===== src/sv/mkbm_pkg.sv =====
// Shared types and constants of the multi-keyword byte matcher.
// Holds the item structs, the mode codes and the parameter defaults.
// No dependencies.
package mkbm_pkg;

    // Parameter defaults
    localparam int NUM_KEYWORDS_DEF = 16;
    localparam int MAX_KEY_LEN_DEF  = 32;

    // Item mode codes
    localparam logic [1:0] MODE_LOAD    = 2'd0;
    localparam logic [1:0] MODE_LENGTH  = 2'd1;
    localparam logic [1:0] MODE_SCAN    = 2'd2;
    localparam logic [1:0] MODE_RESTART = 2'd3;

    // Input item
    typedef struct packed {
        logic [1:0] mode;
        logic [3:0] key_slot;
        logic [4:0] key_pos;
        logic [5:0] key_length;
        logic [7:0] data_byte;
    } t_in_item;

    // Result item
    typedef struct packed {
        logic [63:0] hit_address;
        logic [3:0]  hit_slot;
        logic [5:0]  hit_length;
        logic        last_hit;
    } t_out_item;

    // Control handed to every window cell
    typedef struct packed {
        logic       shift;
        logic       load;
        logic [3:0] key_slot;
        logic [4:0] key_pos;
        logic [7:0] data_byte;
    } t_cell_ctl;

endpackage


===== src/sv/mkbm_cell.sv =====
// One window cell: holds one window byte and the keyword bytes at its position.
// Passes its byte to the next older cell on every scan and flags equal keywords.
// Depends on mkbm_pkg.
module mkbm_cell #(
    parameter int NUM_KEYWORDS = mkbm_pkg::NUM_KEYWORDS_DEF,
    parameter int POS          = 0
) (
    input  logic                    i_clk,
    input  mkbm_pkg::t_cell_ctl     i_ctl,
    input  logic [7:0]              i_byte,
    output logic [7:0]              o_byte,
    output logic [NUM_KEYWORDS-1:0] o_eq
);

    logic [7:0] r_win;
    logic [7:0] r_key [NUM_KEYWORDS];

    // Shift the window byte in from the younger neighbour
    always_ff @(posedge i_clk) begin
        if (i_ctl.shift) begin
            r_win <= i_byte;
        end
    end

    // Store keyword bytes addressed to this position
    always_ff @(posedge i_clk) begin
        for (int s = 0; s < NUM_KEYWORDS; s++) begin
            if (i_ctl.load && 32'(i_ctl.key_pos) == POS && 32'(i_ctl.key_slot) == s) begin
                r_key[s] <= i_ctl.data_byte;
            end
        end
    end

    // Compare every keyword byte with the window byte
    always_comb begin
        for (int s = 0; s < NUM_KEYWORDS; s++) begin
            o_eq[s] = (r_key[s] == r_win);
        end
    end

    assign o_byte = r_win;

endmodule


===== config.mk =====
export PLATFORM = sky130hd
export DESIGN_NAME = mkbm_cell
export DESIGN_NICKNAME = d
export VERILOG_FILES = /design/src/sv/mkbm_pkg.sv /design/src/sv/mkbm_cell.sv
export SDC_FILE = /design/constraint.sdc
export NUM_CORES = 1
export LEC_CHECK = 0
export BUFFER_PORTS_ARGS = -buffer_cell sky130_fd_sc_hd__buf_4
export CAP_MARGIN = 5
export CORE_UTILIZATION = 50
export CTS_CLUSTER_DIAMETER = 60
export DETAILED_ROUTE_END_ITERATION = 10
export GPL_ROUTABILITY_DRIVEN = 0
export GPL_TIMING_DRIVEN = 1
export MAX_ROUTING_LAYER = met4
export PLACE_DENSITY = 0.69
export REMOVE_ABC_BUFFERS = 1
export SYNTH_ARGS = -nofsm -noshare
export SYNTH_HDL_FRONTEND = slang
export SYNTH_SLANG_ARGS = --single-unit

===== constraint.sdc =====
create_clock -name i_clk -period 4.6 [get_ports i_clk]
set_input_delay 0.69 -clock i_clk [delete_from_list [all_inputs] [get_ports i_clk]]
set_output_delay 0.69 -clock i_clk [all_outputs]
set_load 0.005 [all_outputs]

==> flow_metrics.env, run 1 <==
export IMPL_status="finished clean"
export IMPL_power_total_mw=3.02
export IMPL_ys_types=12
export IMPL_fin_tns_setup_ns=0
export IMPL_start_util=0.520
export IMPL_grt_usage=0.217
export IMPL_ctsHtreeMaxLevel=4
export IMPL_pwr_density_cell_nw_per_um2=443
export IMPL_clk_pin_slew_worst_paths_ns=0.06
export IMPL_rsz0062_at_grt="false"
export IMPL_synth_area_per_cell_sq_um=16.1
export IMPL_hold_buffers=0
export IMPL_drt_initial_drc_count=163
export IMPL_hold_path_end="o_byte[6]"
export IMPL_relSlewSlack=0.232
export IMPL_diodes=0
export IMPL_worst_hold_path_type="in2reg"
export IMPL_min_from="i_byte[6]"
export IMPL_vias=2972
export IMPL_grt_pass1_vias=2936
export IMPL_holdPathStages=1
export IMPL_arrival_ns=2.15
export IMPL_overflow=0
export IMPL_grt_pass1_wl_microns=17000
export IMPL_cts_setup_buffers=0
export IMPL_wl_per_cell_microns=19.7
export IMPL_irDropWorstVdd_v=0.000289
export IMPL_setup_viol_count_final=0
export IMPL_root_buffer="clkbuf_16"
export IMPL_hpwl_microns=6460
export IMPL_synth_cells=354
export IMPL_syn_cell_area_sq_um=5710
export IMPL_wl_microns=11100
export IMPL_cp_max_fo=17
export IMPL_clock_path_buffers=2
export IMPL_start_kind="flip-flop"
export IMPL_port_buffers=51
export IMPL_tritoncts="yes"
export IMPL_synth_warnings=0
export IMPL_min_period_ns=2.84
export IMPL_finalHoldWorstSlack_ns=0.454
export IMPL_tightest_slew_ns=1.15
export IMPL_synthToLayoutAreaGrowth_pct=19.2
export IMPL_viasPerCell=5.30
export IMPL_cap_violations=0
export IMPL_hold_viol_final=0
export IMPL_ant_nets=0
export IMPL_boundaryPins=52
export IMPL_clock_sinks=136
export IMPL_synth_seq_cells=136
export IMPL_cts_resized=0
export IMPL_drtPass1Iterations=4
export IMPL_fin_nets=437
export IMPL_dieArea_sq_um=11800
export IMPL_worstPathRequired_ns=3.91
export IMPL_core_area_sq_um=11000
export IMPL_die_width_microns=109
export IMPL_max_freq_mhz=352
export IMPL_fp_row_count=38
export IMPL_endpoint_kind="primary output"
export IMPL_yosysSeqAreaShare=0.715
export IMPL_antenna_found_initial=0
export IMPL_numCtsBuffers=17
export IMPL_worstSetupPathType="reg2out"
export IMPL_route_detailed_drc=0
export IMPL_maxSlewViolCount=0
export IMPL_p_leak_nw=2.12
export IMPL_min_period_over_period=0.617
export IMPL_drive_gt1_frac=0.197
export IMPL_grt_start_max_net_pins=18
export IMPL_die_h_microns=109
## area by class of cell
cell class,instances,area [sq um]
clock inverter,13,203
sequential,136,4080
timing repair buffer,52,390
clock buffer,18,429
fill,824,4180
multi-input combinational,202,1520
tap,140,175
## where the power goes
part / switching, mW / internal (mW)
Combinational: 0.0659 / 0.0836
Sequential: 0.0501 / 1.37
Clock: 0.488 / 0.956
Total: 0.604 / 2.41
## state kept, by name, indices dropped and copies added (netlist names)
register and cells:
r_key 128, o_byte 8
## per-layer routing
metal	track usage	vias to the layer above	share of wire
met2	0.319	94	0.47
met1	0.286	1474	0.46
met5	-	-	0
met4	0.0743	0	0.019
met3	0.0681	18	0.047
li1	-	1386	-
## placed cells by master (no fill, tap or decap)
cell type / instances
nor4b_4: 1
nor3_1: 4
nand4_1: 33
nor2_1: 30
nand2_1: 1
inv_6: 1
clkbuf_16: 17
nand3_1: 1
clkbuf_1: 1
clkinv_2: 4
bufinv_16: 5
buf_4: 52
nand2b_1: 2
clkinv_4: 1
xnor2_1: 128
clkinvlp_4: 2
edfxtp_1: 136
nand4b_1: 2
## worst max-delay path: stages, from the launching register on
cell	delay (ns)
edfxtp_1	1.09
xnor2_1	0.21
nand4_1	0.14
nor2_1	0.16
buf_4	0.13
## metrics by stage
step	setup WS, ns	utilization	instances	area (sq um)
floorplan	2.39	-	338	5610
global placement	2.02	0.562	530	6170
detailed placement	1.96	0.562	530	6170
CTS	1.69	0.620	561	6800
global route	1.63	0.620	561	6800
finish	1.76	0.620	561	6800
## kinds of logic after synthesis
| logic type | count (synthesis) | synth area share |
|---|---|---|
| XOR/XNOR | 128 | 0.196 |
| buffers and inverters | 16 | 0.0180 |
| flip-flops | 136 | 0.715 |
| AND/OR/NAND/NOR | 74 | 0.0703 |
## worst max-delay path by stage
stage | from | end | slack (ns) | cells after the start
finish | o_byte[3] | o_eq[10] | 1.76 | 4
CTS | o_byte[6] | o_eq[3] | 1.69 | 4
floorplan | i_ctl[12] | r_key[0][10] | 2.39 | 3
global route | o_byte[2] | o_eq[0] | 1.63 | 4
global placement | i_ctl[12] | r_key[0][17] | 2.02 | 4
detailed placement | i_ctl[12] | r_key[0][30] | 1.96 | 4
## synthesized netlist by cell type
cell,number,area (sq um)
nand2b_1,2,12.5
xnor2_1,128,1120
nand4_1,33,206
nand3_1,1,5.00
nand4b_1,2,17.5
nor3_1,4,20.0
edfxtp_1,136,4080
buf_2,7,35.0
nor2_1,30,113
nor4b_4,1,23.8
buf_4,9,67.6
nand2_1,1,3.75
No activity file was read; power rests on OpenSTA's default activity.
==> run 2: changes to the inputs <==
- PLACE_DENSITY: 0.69 -> 0.72
- clock period: 4.6 -> 2.4 ns (I/O delays scaled with it)
==> run 2 against run 1 <==
Sequential power rose by 85%; highest routed layer unchanged; largest cell class unchanged; critical endpoint is now o_eq[4]; non-clock buffer count rose by 22; total power increased by 86%.
==> flow_metrics.env, run 2 (same netlist as run 1, synthesis figures left out) <==
export IMPL_overflow=0
export IMPL_placed_cells=552
export IMPL_fin_cells=584
export IMPL_boundaryPins=52
export IMPL_min_period_over_period=0.848
export IMPL_antenna_found_initial=0
export IMPL_finalHoldWorstSlack_ns=0.121
export IMPL_design_area_sq_um=6940
export IMPL_pwr_share_comb=0.069
export IMPL_power_total_mw=5.62
export IMPL_cp_max_fo=17
export IMPL_core_area_sq_um=11000
export IMPL_gr_usage_met3=0.0424
export IMPL_drt_initial_drc_count=201
export IMPL_start_kind="flip-flop"
export IMPL_p_clk_frac=0.462
export IMPL_numCtsBuffers=17
export IMPL_swShare=0.211
export IMPL_max_freq_mhz=491
export IMPL_clk_pin_slew_worst_paths_ns=0.06
export IMPL_route_detailed_drc=0
export IMPL_placed_area_sq_um=6340
export IMPL_grt_start_max_net_pins=18
export IMPL_synthToLayoutAreaGrowth_pct=21.5
export IMPL_dp_slack_ns=0.429
export IMPL_relSlewSlack=0.590
export IMPL_start_util=0.520
export IMPL_grt_usage=0.204
export IMPL_die_h_microns=109
export IMPL_rsz0062_at_grt="false"
export IMPL_hold_buffers=0
export IMPL_setup_slack_ns=0.364
export IMPL_ctsHtreeMaxLevel=4
export IMPL_arrival_ns=1.68
export IMPL_status="finished clean"
export IMPL_power_switching_mw=1.18
export IMPL_fin_nets=459
export IMPL_tritoncts="yes"
export IMPL_dieArea_sq_um=11800
export IMPL_fin_tns_setup_ns=0
export IMPL_cts_resized=0
export IMPL_min_from="i_byte[2]"
export IMPL_cts_setup_buffers=0
export IMPL_met2_usage=0.334
export IMPL_pwr_density_cell_nw_per_um2=809
export IMPL_wl_per_cell_microns=18.3
export IMPL_internal_power_mw=4.43
export IMPL_wl_microns=10700
export IMPL_regMostFlops="r_key"
export IMPL_die_width_microns=109
export IMPL_viasPerCell=5.20
export IMPL_holdPathStages=1
export IMPL_p_leak_nw=2.22
export IMPL_finish_utilization=0.632
export IMPL_worstPathRequired_ns=2.04
export IMPL_hold_viol_final=0
export IMPL_cp_endpoint="o_eq[4]"
export IMPL_seqPwrFrac=0.469
export IMPL_grt_pass1_vias=3010
export IMPL_drive_gt1_frac=0.241
export IMPL_tightest_slew_ns=0.613
export IMPL_worst_hold_path_type="in2reg"
export IMPL_fp_row_count=38
export IMPL_clock_sinks=136
export IMPL_irDropWorstVdd_v=0.000541
export IMPL_vias=3035
export IMPL_setup_viol_count_final=0
export IMPL_diodes=0
export IMPL_largest_reg_flops=128
export IMPL_busiest_layer="met2"
export IMPL_cap_violations=0
export IMPL_hpwl_microns=6420
export IMPL_startpoint="o_byte[2]"
export IMPL_root_buffer="clkbuf_16"
export IMPL_min_period_ns=2.04
export IMPL_endpoint_kind="primary output"
export IMPL_met1_usage=0.249
export IMPL_maxSlewViolCount=0
export IMPL_fill_cells=792
export IMPL_drtPass1Iterations=4
export IMPL_layout_commonest_cell="edfxtp_1"
export IMPL_ant_nets=0
export IMPL_worstSetupPathType="reg2out"
export IMPL_grt_pass1_wl_microns=16200
export IMPL_clock_path_buffers=2
export IMPL_port_buffers=51
export IMPL_layout_common_cells="edfxtp_1, xnor2_1, buf_4"
[run 2: critical path, cell delays in order (launching register included)]
cell and delay, ns:
edfxtp_1 0.32, buf_4 0.34, xnor2_1 0.16, nand4_1 0.11, nor2_1 0.19, buf_4 0.14
[run 2: area by class of cell]
class / instances / area (sq um) / area share
Sequential cell: 136 / 4080 / 0.589
Timing Repair Buffer: 74 / 556 / 0.0801
Clock buffer: 17 / 425 / 0.0613
Multi-Input combinational cell: 202 / 1520 / 0.219
Clock inverter: 15 / 176 / 0.0254
Tap cell: 140 / 175 / 0.0252
[run 2: worst min-delay path by stage]
stage	end	slack [ns]
after detailed placement	o_byte[5]	0.54
after global placement	o_byte[6]	0.54
after floorplan	o_byte[0]	0.46
final	o_byte[2]	0.12
after global routing	o_byte[7]	0.11
after CTS	o_byte[5]	0.11
[run 2: layer usage]
metal  vias to the layer above  routed length [microns]
li1                       1428                        -
met1                      1497                     4570
met2                        94                     5450
met3                        16                      504
met4                         0                      157
met5                         -                        0
[run 2: power by group through the flow]
stage / Combinational, mW / Clock (mW) / Sequential [mW]
after CTS: 0.396 / 2.62 / 2.63
after global placement: 0.385 / 0 / 2.68
after floorplan: 0.153 / 0 / 2.75
after detailed placement: 0.394 / 0 / 2.68
after global routing: 0.423 / 2.70 / 2.63
final: 0.389 / 2.60 / 2.63
